--- src/hw/rtl/tpm_pkg.sv ---
// ----------------------------------------------------------------------------
// tpm_pkg: shared types and constants of the tilt posture monitor
// Holds register indexes, the CORDIC arctangent table and the queue entry.
// ----------------------------------------------------------------------------
`default_nettype none
package tpm_pkg;

  localparam int MAX_STEPS = 24;
  localparam int ANG_W = 26;  // degrees Q16 accumulator, covers +-360
  localparam logic signed [15:0] ANGLE_LIMIT_Q8 = 16'sd23040;
  localparam logic signed [ANG_W-1:0] DEG45_Q16 = 26'sd2949120;

  typedef enum logic [2:0] {
    REG_FILTER_GAIN    = 3'd0,
    REG_MOTION_LIMIT   = 3'd1,
    REG_ORIGIN_Y       = 3'd2,
    REG_ORIGIN_Z       = 3'd3,
    REG_STRAIGHT_LIMIT = 3'd4,
    REG_GOOD_LIMIT     = 3'd5,
    REG_SETTLE_MS      = 3'd6
  } reg_idx_t;

  typedef enum logic [1:0] {
    DIR_STRAIGHT = 2'd0,
    DIR_FORWARD  = 2'd1,
    DIR_BACKWARD = 2'd2
  } dir_t;

  function automatic logic signed [ANG_W-1:0] atan_entry(input logic [4:0] i);
    logic signed [ANG_W-1:0] r;
    unique case (i)
      5'd0: r = 26'sd2949120;  5'd1: r = 26'sd1740967;
      5'd2: r = 26'sd919879;   5'd3: r = 26'sd466945;
      5'd4: r = 26'sd234379;   5'd5: r = 26'sd117304;
      5'd6: r = 26'sd58666;    5'd7: r = 26'sd29335;
      5'd8: r = 26'sd14668;    5'd9: r = 26'sd7334;
      5'd10: r = 26'sd3667;    5'd11: r = 26'sd1833;
      5'd12: r = 26'sd917;     5'd13: r = 26'sd458;
      5'd14: r = 26'sd229;     5'd15: r = 26'sd115;
      5'd16: r = 26'sd57;      5'd17: r = 26'sd29;
      5'd18: r = 26'sd14;      5'd19: r = 26'sd7;
      5'd20: r = 26'sd4;       5'd21: r = 26'sd2;
      5'd22: r = 26'sd1;
      default: r = '0;
    endcase
    return r;
  endfunction

  // Entry handed from the filter front to the angle back.
  typedef struct packed {
    logic signed [31:0] fz;   // filtered Z, Q16 (fits 32 bits for 16-bit samples)
    logic        [31:0] fya;  // |filtered Y|, Q16
    logic               inv;
    logic               moving;
    logic        [31:0] now;
  } job_t;

endpackage
`default_nettype wire

--- src/hw/rtl/tilt_posture_monitor.sv ---
// ----------------------------------------------------------------------------
// tilt_posture_monitor: accelerometer posture tilt monitor
// Filters samples, measures tilt by CORDIC and raises a debounced alarm.
// ----------------------------------------------------------------------------
// Each request carries one three-axis sample and a millisecond time stamp and
// yields exactly one result. A front stage runs the three low-pass filters,
// one axis per cycle, plus the motion check, and hands a job to a one-entry
// queue. A back stage runs two iterative CORDIC passes (current angle, then
// origin angle) on one shared add/shift unit, and then the zone and alarm
// logic. The sustained rate is set by that unit, while the front can
// already filter the next sample. Registers are written through a
// plain write port and should only change while the block is idle.
`default_nettype none
module tilt_posture_monitor #(
  parameter int SAMPLE_BITS  = 12,
  parameter int CORDIC_STEPS = 16
) (
  input  wire logic                          clk,
  input  wire logic                          rst,
  input  wire logic                          cfg_we,
  input  wire logic [2:0]                    cfg_index,
  input  wire logic [15:0]                   cfg_data,
  input  wire logic                          in_valid,
  output logic                               in_ready,
  input  wire logic signed [SAMPLE_BITS-1:0] accel_x,
  input  wire logic signed [SAMPLE_BITS-1:0] accel_y,
  input  wire logic signed [SAMPLE_BITS-1:0] accel_z,
  input  wire logic        [31:0]            now_ms,
  output logic                               out_valid,
  input  wire logic                          out_ready,
  output logic signed [15:0]                 tilt_angle,
  output logic        [1:0]                  direction,
  output logic                               outside_good_zone,
  output logic                               alarm,
  output logic                               moving,
  output logic                               inverted
);
  import tpm_pkg::*;

  logic [15:0] filter_gain, settle_ms;
  logic [13:0] motion_limit;
  logic [10:0] origin_y;
  logic signed [11:0] origin_z;
  logic [14:0] straight_limit, good_limit;

  // Configuration registers; unknown indexes are ignored.
  always_ff @(posedge clk) begin
    if (rst) begin
      filter_gain <= 16'd6554;
      motion_limit <= 14'd204;
      origin_y <= 11'd688;
      origin_z <= 12'sd688;
      straight_limit <= 15'd5120;
      good_limit <= 15'd6400;
      settle_ms <= 16'd100;
    end else if (cfg_we) begin
      priority case (cfg_index)
        REG_FILTER_GAIN:    filter_gain <= cfg_data;
        REG_MOTION_LIMIT:   motion_limit <= cfg_data[13:0];
        REG_ORIGIN_Y:       origin_y <= cfg_data[10:0];
        REG_ORIGIN_Z:       origin_z <= cfg_data[11:0];
        REG_STRAIGHT_LIMIT: straight_limit <= cfg_data[14:0];
        REG_GOOD_LIMIT:     good_limit <= cfg_data[14:0];
        REG_SETTLE_MS:      settle_ms <= cfg_data;
        default: ;
      endcase
    end
  end

  // The job register inside the front is the queue between the two parts.
  logic job_valid, job_ready;
  job_t job;

  tpm_front #(.SAMPLE_BITS(SAMPLE_BITS)) u_front (
    .clk, .rst, .in_valid, .in_ready,
    .sx(accel_x), .sy(accel_y), .sz(accel_z), .now(now_ms),
    .filter_gain, .motion_limit,
    .job_valid, .job_ready, .job
  );

  tpm_back #(.CORDIC_STEPS(CORDIC_STEPS)) u_back (
    .clk, .rst, .job_valid, .job_ready, .job,
    .origin_y, .origin_z, .straight_limit, .good_limit, .settle_ms,
    .out_valid, .out_ready, .tilt_angle, .direction, .outside_good_zone,
    .alarm, .moving, .inverted
  );

endmodule
`default_nettype wire

--- src/hw/rtl/tpm_front.sv ---
// ----------------------------------------------------------------------------
// tpm_front: sample intake
// Runs the three low-pass filters one axis per cycle and the motion check.
// ----------------------------------------------------------------------------
`default_nettype none
module tpm_front #(
  parameter int SAMPLE_BITS = 12
) (
  input  wire logic                          clk,
  input  wire logic                          rst,
  input  wire logic                          in_valid,
  output logic                               in_ready,
  input  wire logic signed [SAMPLE_BITS-1:0] sx,
  input  wire logic signed [SAMPLE_BITS-1:0] sy,
  input  wire logic signed [SAMPLE_BITS-1:0] sz,
  input  wire logic        [31:0]            now,
  input  wire logic        [15:0]            filter_gain,
  input  wire logic        [13:0]            motion_limit,
  output logic                               job_valid,
  input  wire logic                          job_ready,
  output tpm_pkg::job_t                      job
);
  import tpm_pkg::*;

  localparam int FW = SAMPLE_BITS + 16;

  typedef enum logic [2:0] {F_IDLE, F_AX, F_AY, F_AZ, F_PUSH} fstate_t;
  fstate_t state;

  logic signed [FW-1:0] filt [3];
  logic signed [SAMPLE_BITS-1:0] prev [3];
  logic signed [SAMPLE_BITS-1:0] samp [3];
  logic [31:0] now_r;
  logic seed, moving_r;
  logic [1:0] ax;

  // One filter update for the axis selected by ax.
  logic signed [FW:0] diff;
  logic signed [FW+17:0] prod;
  logic signed [FW-1:0] fnew;
  always_comb begin
    diff = {samp[ax][SAMPLE_BITS-1], samp[ax], 16'd0} - {filt[ax][FW-1], filt[ax]};
    prod = diff * $signed({1'b0, filter_gain});
    fnew = seed ? FW'({samp[ax], 16'd0}) : FW'(filt[ax] + FW'(prod >>> 16));
  end

  logic [SAMPLE_BITS:0] dx, dy, dz;
  logic [SAMPLE_BITS+2:0] motion;
  always_comb begin
    logic signed [SAMPLE_BITS:0] a, b, c;
    a = {sx[SAMPLE_BITS-1], sx} - {prev[0][SAMPLE_BITS-1], prev[0]};
    b = {sy[SAMPLE_BITS-1], sy} - {prev[1][SAMPLE_BITS-1], prev[1]};
    c = {sz[SAMPLE_BITS-1], sz} - {prev[2][SAMPLE_BITS-1], prev[2]};
    dx = a[SAMPLE_BITS] ? -a : a;
    dy = b[SAMPLE_BITS] ? -b : b;
    dz = c[SAMPLE_BITS] ? -c : c;
    motion = (SAMPLE_BITS+3)'(dx) + (SAMPLE_BITS+3)'(dy) + (SAMPLE_BITS+3)'(dz);
  end

  assign in_ready = (state == F_IDLE);

  always_ff @(posedge clk) begin
    if (rst) begin
      state <= F_IDLE;
      job_valid <= 1'b0;
      for (int i = 0; i < 3; i++) begin
        filt[i] <= '0;
        prev[i] <= '0;
      end
    end else begin
      unique case (state)
        F_IDLE: if (in_valid) begin
          samp[0] <= sx; samp[1] <= sy; samp[2] <= sz;
          prev[0] <= sx; prev[1] <= sy; prev[2] <= sz;
          now_r <= now;
          moving_r <= (32'(motion) > 32'(motion_limit));
          seed <= (filt[0] == '0) && (filt[1] == '0) && (filt[2] == '0);
          ax <= 2'd0;
          state <= F_AX;
        end
        F_AX: begin filt[0] <= fnew; ax <= 2'd1; state <= F_AY; end
        F_AY: begin filt[1] <= fnew; ax <= 2'd2; state <= F_AZ; end
        F_AZ: begin filt[2] <= fnew; state <= F_PUSH; end
        F_PUSH: if (!job_valid || job_ready) begin
          job_valid <= 1'b1;
          job.fz <= 32'(filt[2]);
          job.fya <= filt[1][FW-1] ? (32'd0 - 32'(filt[1])) : 32'(filt[1]);
          job.inv <= filt[1][FW-1] || (filt[1] == '0);
          job.moving <= moving_r;
          job.now <= now_r;
          state <= F_IDLE;
        end
        default: state <= F_IDLE;
      endcase
      if (job_valid && job_ready && !(state == F_PUSH)) job_valid <= 1'b0;
    end
  end

  a_push_idle: assert property (@(posedge clk) disable iff (rst)
    (state == F_PUSH && (!job_valid || job_ready)) |=> job_valid && state == F_IDLE)
    else $error("front push lost");
  a_ready: assert property (@(posedge clk) disable iff (rst)
    in_valid && in_ready |=> state == F_AX)
    else $error("front did not start");
  a_hold: assert property (@(posedge clk) disable iff (rst)
    job_valid && !job_ready |=> job_valid)
    else $error("job dropped");

endmodule
`default_nettype wire

--- src/hw/rtl/tpm_back.sv ---
// ----------------------------------------------------------------------------
// tpm_back: angle and posture logic
// Iterative CORDIC for current and origin angle, then zone and alarm logic.
// ----------------------------------------------------------------------------
`default_nettype none
module tpm_back #(
  parameter int CORDIC_STEPS = 16
) (
  input  wire logic               clk,
  input  wire logic               rst,
  input  wire logic               job_valid,
  output logic                    job_ready,
  input  tpm_pkg::job_t           job,
  input  wire logic        [10:0] origin_y,
  input  wire logic signed [11:0] origin_z,
  input  wire logic        [14:0] straight_limit,
  input  wire logic        [14:0] good_limit,
  input  wire logic        [15:0] settle_ms,
  output logic                    out_valid,
  input  wire logic               out_ready,
  output logic signed [15:0]      tilt_angle,
  output logic        [1:0]       direction,
  output logic                    outside_good_zone,
  output logic                    alarm,
  output logic                    moving,
  output logic                    inverted
);
  import tpm_pkg::*;

  localparam int VW = 38;  // vector width with CORDIC growth headroom
  localparam int STEPS = (CORDIC_STEPS < MAX_STEPS) ? CORDIC_STEPS : MAX_STEPS;

  typedef enum logic [2:0] {B_IDLE, B_CUR, B_ORG, B_FIN, B_OUT} bstate_t;
  bstate_t state;

  logic signed [VW-1:0] x, y;
  logic signed [ANG_W-1:0] ang, cur;
  logic [4:0] step;
  job_t jb;
  logic alarm_flag, gs_valid;
  logic [31:0] gs_time;

  logic signed [VW-1:0] xs, ys;
  logic signed [ANG_W-1:0] at;
  always_comb begin
    xs = x >>> step;
    ys = y >>> step;
    at = atan_entry(step);
  end

  // Starting vector of the origin angle pass.
  logic signed [VW-1:0] org_x0, org_y0;
  assign org_x0 = VW'({origin_y, 16'd0});
  assign org_y0 = VW'($signed({origin_z, 16'd0}));

  logic last;
  assign last = (step == 5'(STEPS - 1));

  logic signed [ANG_W-1:0] rel;
  logic signed [ANG_W-1:0] q8;
  logic signed [15:0] angle;
  always_comb begin
    rel = cur - ang;
    q8 = (rel + ANG_W'(128)) >>> 8;
    if (q8 > ANG_W'(ANGLE_LIMIT_Q8)) angle = ANGLE_LIMIT_Q8;
    else if (q8 < -ANG_W'(ANGLE_LIMIT_Q8)) angle = -ANGLE_LIMIT_Q8;
    else angle = 16'(q8);
  end

  logic signed [16:0] a17, sl, gl;
  assign a17 = {angle[15], angle};
  assign sl = {2'b00, straight_limit};
  assign gl = {2'b00, good_limit};

  assign job_ready = (state == B_IDLE);

  always_ff @(posedge clk) begin
    if (rst) begin
      state <= B_IDLE;
      out_valid <= 1'b0;
      alarm_flag <= 1'b0;
      gs_valid <= 1'b0;
      gs_time <= '0;
    end else begin
      unique case (state)
        B_IDLE: if (job_valid) begin
          jb <= job;
          x <= VW'(job.fya);
          y <= VW'($signed(job.fz));
          ang <= '0;
          step <= '0;
          state <= B_CUR;
        end
        B_CUR: begin
          if (x == '0 && y == '0 && step == '0) begin
            // Zero vector: the current angle is zero.
            cur <= '0;
            x <= org_x0;
            y <= org_y0;
            ang <= '0;
            step <= '0;
            state <= B_ORG;
          end else if (last) begin
            cur <= (y >= 0) ? ang + at : ang - at;
            x <= org_x0;
            y <= org_y0;
            ang <= '0;
            step <= '0;
            state <= B_ORG;
          end else begin
            if (y >= 0) begin
              x <= x + ys; y <= y - xs; ang <= ang + at;
            end else begin
              x <= x - ys; y <= y + xs; ang <= ang - at;
            end
            step <= step + 5'd1;
          end
        end
        B_ORG: begin
          if (origin_y == '0 && origin_z == '0) begin
            ang <= DEG45_Q16;
            state <= B_FIN;
          end else begin
            if (y >= 0) begin
              x <= x + ys; y <= y - xs; ang <= ang + at;
            end else begin
              x <= x - ys; y <= y + xs; ang <= ang - at;
            end
            if (last) state <= B_FIN;
            else step <= step + 5'd1;
          end
        end
        B_FIN: if (!out_valid || out_ready) begin
          out_valid <= 1'b1;
          tilt_angle <= angle;
          direction <= (a17 > sl) ? DIR_FORWARD :
                       (a17 < -sl) ? DIR_BACKWARD : DIR_STRAIGHT;
          outside_good_zone <= (a17 > gl) || (a17 < -gl);
          moving <= jb.moving;
          inverted <= jb.inv;
          if (a17 > gl) begin
            alarm_flag <= 1'b1;
            alarm <= 1'b1;
            gs_valid <= 1'b0;
          end else begin
            logic [31:0] st;
            st = gs_valid ? gs_time : jb.now;
            gs_valid <= 1'b1;
            gs_time <= st;
            if ((jb.now - st) > {16'd0, settle_ms}) begin
              alarm_flag <= 1'b0;
              alarm <= 1'b0;
            end else alarm <= alarm_flag;
          end
          state <= B_IDLE;
        end
        default: state <= B_IDLE;
      endcase
      if (out_valid && out_ready && !(state == B_FIN)) out_valid <= 1'b0;
    end
  end

  a_alarm_bad: assert property (@(posedge clk) disable iff (rst)
    out_valid && outside_good_zone && tilt_angle > 0 |-> alarm)
    else $error("alarm missing in bad zone");
  a_out_hold: assert property (@(posedge clk) disable iff (rst)
    out_valid && !out_ready |=> out_valid && $stable(tilt_angle))
    else $error("result changed while stalled");
  a_step: assert property (@(posedge clk) disable iff (rst)
    state == B_ORG && !last && !(origin_y == '0 && origin_z == '0) |=> state == B_ORG)
    else $error("cordic left early");

endmodule
`default_nettype wire
--- config.mk ---
export PLATFORM = sky130hd
export DESIGN_NAME = tilt_posture_monitor
export DESIGN_NICKNAME = d
export VERILOG_FILES = /design/src/hw/rtl/tpm_pkg.sv /design/src/hw/rtl/tilt_posture_monitor.sv /design/src/hw/rtl/tpm_front.sv /design/src/hw/rtl/tpm_back.sv
export SDC_FILE = /design/constraint.sdc
export NUM_CORES = 2
export LEC_CHECK = 0
export BUFFER_PORTS_ARGS = -buffer_cell sky130_fd_sc_hd__buf_2
export CORE_MARGIN = 2
export CORE_UTILIZATION = 30
export DETAILED_ROUTE_END_ITERATION = 7
export PLACE_DENSITY_LB_ADDON = 0.08
export SYNTH_ARGS = -nofsm -noshare
export SYNTH_HDL_FRONTEND = slang
export SYNTH_HIERARCHICAL = 1
export SYNTH_SLANG_ARGS = --single-unit
--- constraint.sdc ---
create_clock -name clk -period 16.6 [get_ports clk]
set_input_delay 2.49 -clock clk [delete_from_list [all_inputs] [get_ports clk]]
set_output_delay 2.49 -clock clk [all_outputs]
set_load 0.05 [all_outputs]
# After elaboration in Yosys (flattened, before gate mapping)
# Memory sizes are Yosys's and may differ from the RTL's. A register that Yosys moved wholly into a read port is not among the register bits.
# Cells that the tools add are included.
# Widths: inputs -> output; s select.
# op_classes
magnitude_cmp	9
reduce_logical	54
multipliers	1
shift	2
n_bitwise	8
add_sub_neg	23
mux	73
n_eq_ne	22
# ops
operator	n
$mux 38	10
$pmux 38 s3	2
$mux 26	6
$mux 28	4
$logic_not 28->1	3
$pmux 26 s3	1
$add 38x38->38	2
$logic_not 38->1	2
$sshr 38x5->38	2
$sub 38x38->38	2
$sub 26x26->26	2
$mul 29x17->44	1
$mux 13	3
$neg 13->13	3
$sub 12x12->13	3
$ge 38x1->1 const B	1
$mux 12	3
$lt 16x17->1	2
$neg 15->17	2
$gt 16x16->1	2
$gt 32x16->1	1
$mux 16	2
$mux 32	1
$sub 32x32->32	1
43 further kinds	131
# totals
memories	4
in_bits	92
mem_bits_rw	156
mem_bits_ro	704
register_bits	457
elab_cells	234
out_inout_bits	24
# memory_table
name	words	width	rd	rd_clocked_by_memory_dff	write_ports	line	source
(no name shown)	32	22	1	1	0	tpm_pkg.sv:31	unique case (i)
u_front.filt	3	28	4	1	3	tpm_front.sv:30	logic signed [FW-1:0] filt [3];
u_front.prev	3	12	3	0	3	tpm_front.sv:31	logic signed [SAMPLE_BITS-1:0] prev [3];
u_front.samp	3	12	1	1	3	tpm_front.sv:32	logic signed [SAMPLE_BITS-1:0] samp [3];

# Longest topological paths before layout
# depth
ltp_word	8
depth_mapped	51

# Modules after synthesis
# The synthesis kept the hierarchy.
# modules_own_cells
mod	area_per_inst_um2	cells_per_inst	instances
tpm_front	32023.2	3192	1
tpm_back	27296.2	3068	1
tilt_posture_monitor	3926.3	365	1

# Worst setup path after synthesis
# No wires, ideal clock.
# synth_path
path_kind	register to register
startpoint	register with a tool-made name
endpoint	memory u_front/filt[0][27] in the netlist's numbering (data pin)
setup_slack_ps	5674
required_time_ps	16443
arrival_ps	10769
period_less_slack_ps	10926
setup_ps	157
path_buffers	6
path_stages_with_launch	48
path_cell_list	dfxtp_1 -> buf_2 -> buf_2 -> buf_2 -> clkbuf_1 -> clkbuf_1 -> nand2_1 -> o21a_1 -> ha_1 -> a21o_1 -> a21oi_1 -> o21bai_1 -> a21oi_1 -> o21bai_1 -> a21oi_1 -> o21ai_1 -> a21oi_1 -> xnor2_2 -> [... 12 more ...] -> and3_1 -> nand4_1 -> or3_1 -> o21bai_1 -> o21ai_0 -> a21boi_0 -> o21a_1 -> nor2_1 -> xnor2_1 -> ha_1 -> nand3_1 -> or3_1 -> o311ai_0 -> a22o_1 -> o41ai_1 -> xnor3_1 -> o21a_1 -> nor2_1
# synth_lines
item	line
end, declared	tpm_front.sv:30

==> out/metrics.yaml <==
critPathLaunchType: "register"
synth_ff_type: "edfxtp_1"
die_h_um: 463.2
path_class: "reg2reg"
crit_slowest_cell: "o311ai_0"
cts_tree: "built"
outcome: "finished clean"
dp_hpwl_um: 164000
floorplan.initialDensity_pct: 30.18
fin_area_sq_mm: 0.06963
antenna_found_initial: 5
synth_xor_area_share_pct: 5.539
n_fill_cell: 21802
setup_viol_count_final: 0
clock.fmax_mhz: 75.70
setup-tns-final_ns: 0
cts_resized: 0
maxCapViolations: 0
clockBufferDepth: 3
drive_gt1_share_pct: 9.283
period_share_pct: 79.58
root_buffer: "clkbuf_16"
routed_wl_um: 211300
rsz0062_at_grt: "false"
fin_crit_ns: 13.21
num_rows: 168
grt_first_pass_wirelength_um: 321000
gr-usage-all-layers_pct: 19.54
synthSimpleGateAreaFrac_pct: 15.93
cts_hold_buffers: 0
async_flop_share_pct: 0
overflow: 0
ys_types: 113
ant_nets: 0
dpl_cell_area_sq_mm: 0.06688
dp_slack_ns: 3.421
io_buffers: 115
crit_fanout: 21
cts_setup_buffers: 0
via_per_inst: 5.040
die_x_um: 463.2
coreArea_sq_mm: 0.2096
setup_slack_ns: 3.389
synth_compound_area_share_pct: 11.45
synth.avg_cell_area_sq_um: 9.547
clk_pin_slew_ns: 0.06
synth_edf_count: 472
finalNetCount: 7668
cts_buffers: 83
syn_inst: 6625
syn_nets: 7652
post_drt_wl_per_cell_um: 22.20
met2_wirelength_um: 102600
slew_headroom_pct: 19.04
grt_pass1_vias: 49185
routabilityCongestion: 0.8618
crit_path_frequent_cell: "fa_1"
syn2layout_area_growth_pct: 10.10
fin_skew_ns: 0.06248
drt_iter0_markers: 3142
synth_seq_area_share_pct: 27.60
crit_arrival_ns: 13.74
clock-sinks: 636
synth_top_family_by_area: "adder cells"
yosys_warnings: 6
worst_setup_path_end_kind: "register"
ys_ff_latch: 636
worstMarginPinSlew_ns: 1.199
final_core_util_pct: 33.23
netlist_area_sq_mm: 0.06325
clock_latency_ns: 0.72
required_ns: 17.13
grt_max_degree: 78
slowest_delay_ns: 1.02
vias: 47980
synthAdderAreaFrac_pct: 23.92
cts_max_level: 3
first_pass_iters: 5
slew_viol_final: 0
die-area_sq_mm: 0.2145
met3_length_um: 6439
dr.max_layer_used: "met4"
drc_errors: 0
met1Wirelength_um: 98170
finalHoldViolations: 0
hold_class: "reg2reg"
num_io_pins: 116
synthMuxAreaShare_pct: 8.631
state kept, by name (all words and copies together) (netlist names), 34 cells and up, named ones only:
| register | flops |
|---|---|
| u_back/jb | 34 |
| u_back/x | 38 |
| u_back/y | 38 |
| u_front/filt | 84 |
| u_front/job | 91 |
| u_front/prev | 36 |
| u_front/samp | 36 |
per-stage QoR:
stage | hold WS (ns) | cells
after floorplan | 0.4003 | 6625
after global routing | 0.4185 | 9517
final | 0.4078 | 9520
after global placement | 0.4008 | 9361
after CTS | 0.4113 | 9516
after detailed placement | 0.4045 | 9361
synth_stat cells (13+ instances only):
cell / n / share of area (%)
nor4_1: 53 / 0.52
or3_1: 49 / 0.48
nor2_1: 467 / 2.8
a21o_1: 95 / 1.1
inv_1: 817 / 4.8
buf_2: 42 / 0.33
mux2i_1: 214 / 3.4
edfxtp_1: 472 / 22
o21bai_1: 36 / 0.43
nor2b_1: 90 / 0.89
dfxtp_1: 164 / 5.2
a21boi_0: 16 / 0.19
a21oi_1: 280 / 2.2
mux2_2: 68 / 1.2
a211oi_1: 26 / 0.31
clkbuf_1: 190 / 1.1
a221oi_1: 21 / 0.29
buf_1: 17 / 0.10
o21ai_1: 13 / 0.10
a31oi_1: 30 / 0.30
xnor2_1: 276 / 3.8
nand3_1: 89 / 0.70
buf_6: 18 / 0.32
and2_1: 233 / 2.3
a22o_1: 23 / 0.32
nor3_1: 120 / 0.95
o31ai_1: 42 / 0.50
mux4_2: 111 / 4.0
nand4_1: 58 / 0.57
or2_2: 23 / 0.23
o22ai_1: 19 / 0.19
o21ai_0: 265 / 2.1
nand2b_1: 153 / 1.5
o21a_1: 85 / 1.0
ha_1: 480 / 9.5
o211ai_1: 21 / 0.25
xor2_1: 114 / 1.6
and3_1: 31 / 0.31
o41ai_1: 21 / 0.29
nand2_1: 599 / 3.6
fa_1: 455 / 14
final cells by class:
type                    count  area (sq um)  area share (%)
inverters                 823          3089           4.436
flip-flops and latches    636         17470           25.09
clock inverters            43         421.7          0.6055
repair buffers            210          1295           1.860
clock buffers             112          2321           3.333
multi-input cells        4887         41510           59.62
diodes                      4         10.01         0.01438
well taps                2805          3510           5.040
critical path, delay by kind of cell, from the launching register on:
kind,cells,cell delay (ns)
XOR/XNOR,3,0.63
AO/OA/AOI/OAI,13,4.26
buffers and inverters,6,0.52
adder cells (fa/ha/maj),9,3.98
multiplexers,2,0.74
flip-flops,1,0.72
AND/OR/NAND/NOR,9,2.16
kinds of logic after synthesis:
| logic type | after synthesis |
|---|---|
| AND/OR/NAND/NOR | 2043 |
| XOR/XNOR | 395 |
| AO/OA/AOI/OAI | 1116 |
| buffers and inverters | 1102 |
| flip-flops | 636 |
| adder cells (fa/ha/maj) | 936 |
| multiplexers | 396 |
| other | 1 |
cell usage in the layout, fill, tap and decap left out, drive strengths merged, types with 19 or more instances in the layout:
cell type / synthesis / final
and2: 235 / 235
nor2b: 90 / 90
nand4: 58 / 58
xor2: 115 / 115
o31ai: 43 / 43
clkinv: 4 / 30
clkbuf: 190 / 112
a221oi: 21 / 21
nand2b: 153 / 153
or3: 49 / 49
nor3: 123 / 123
xnor2: 279 / 279
mux2i: 215 / 215
o22ai: 19 / 19
or2: 25 / 25
and3: 31 / 31
inv: 819 / 827
edfxtp: 472 / 472
nand3: 89 / 89
a21oi: 283 / 283
o21a: 85 / 85
o211ai: 21 / 21
ha: 480 / 480
dfxtp: 164 / 164
nor4: 54 / 54
mux4: 112 / 112
buf: 89 / 210
a31oi: 30 / 30
fa: 455 / 455
o41ai: 22 / 22
a22o: 23 / 23
nand2: 600 / 600
a211oi: 26 / 26
mux2: 69 / 69
nor2: 468 / 468
a21o: 96 / 96
o21bai: 37 / 37
o21ai: 282 / 282
final timing paths:
kind | from | to | slack (ns) | cells past startpoint
min | u_front/job[33] | u_back/jb[33] | 0.41 | 0
min reg2reg | u_front/job[33] | u_back/jb[33] | 0.41 | 0
max | register | u_front/filt[0][27] | 3.39 | 42
max reg2reg | register | u_front/filt[0][27] | 3.39 | 42
metal layers:
layer / vias up / global-route usage, %
met5: - / 0
met4: 0 / 4.234
met3: 201 / 1.801
met2: 894 / 33.46
met1: 24063 / 26.63
li1: 22822 / -
Power is not shown: default switching activity piles up to over one toggle a cycle in this logic, so the estimate is an artifact.
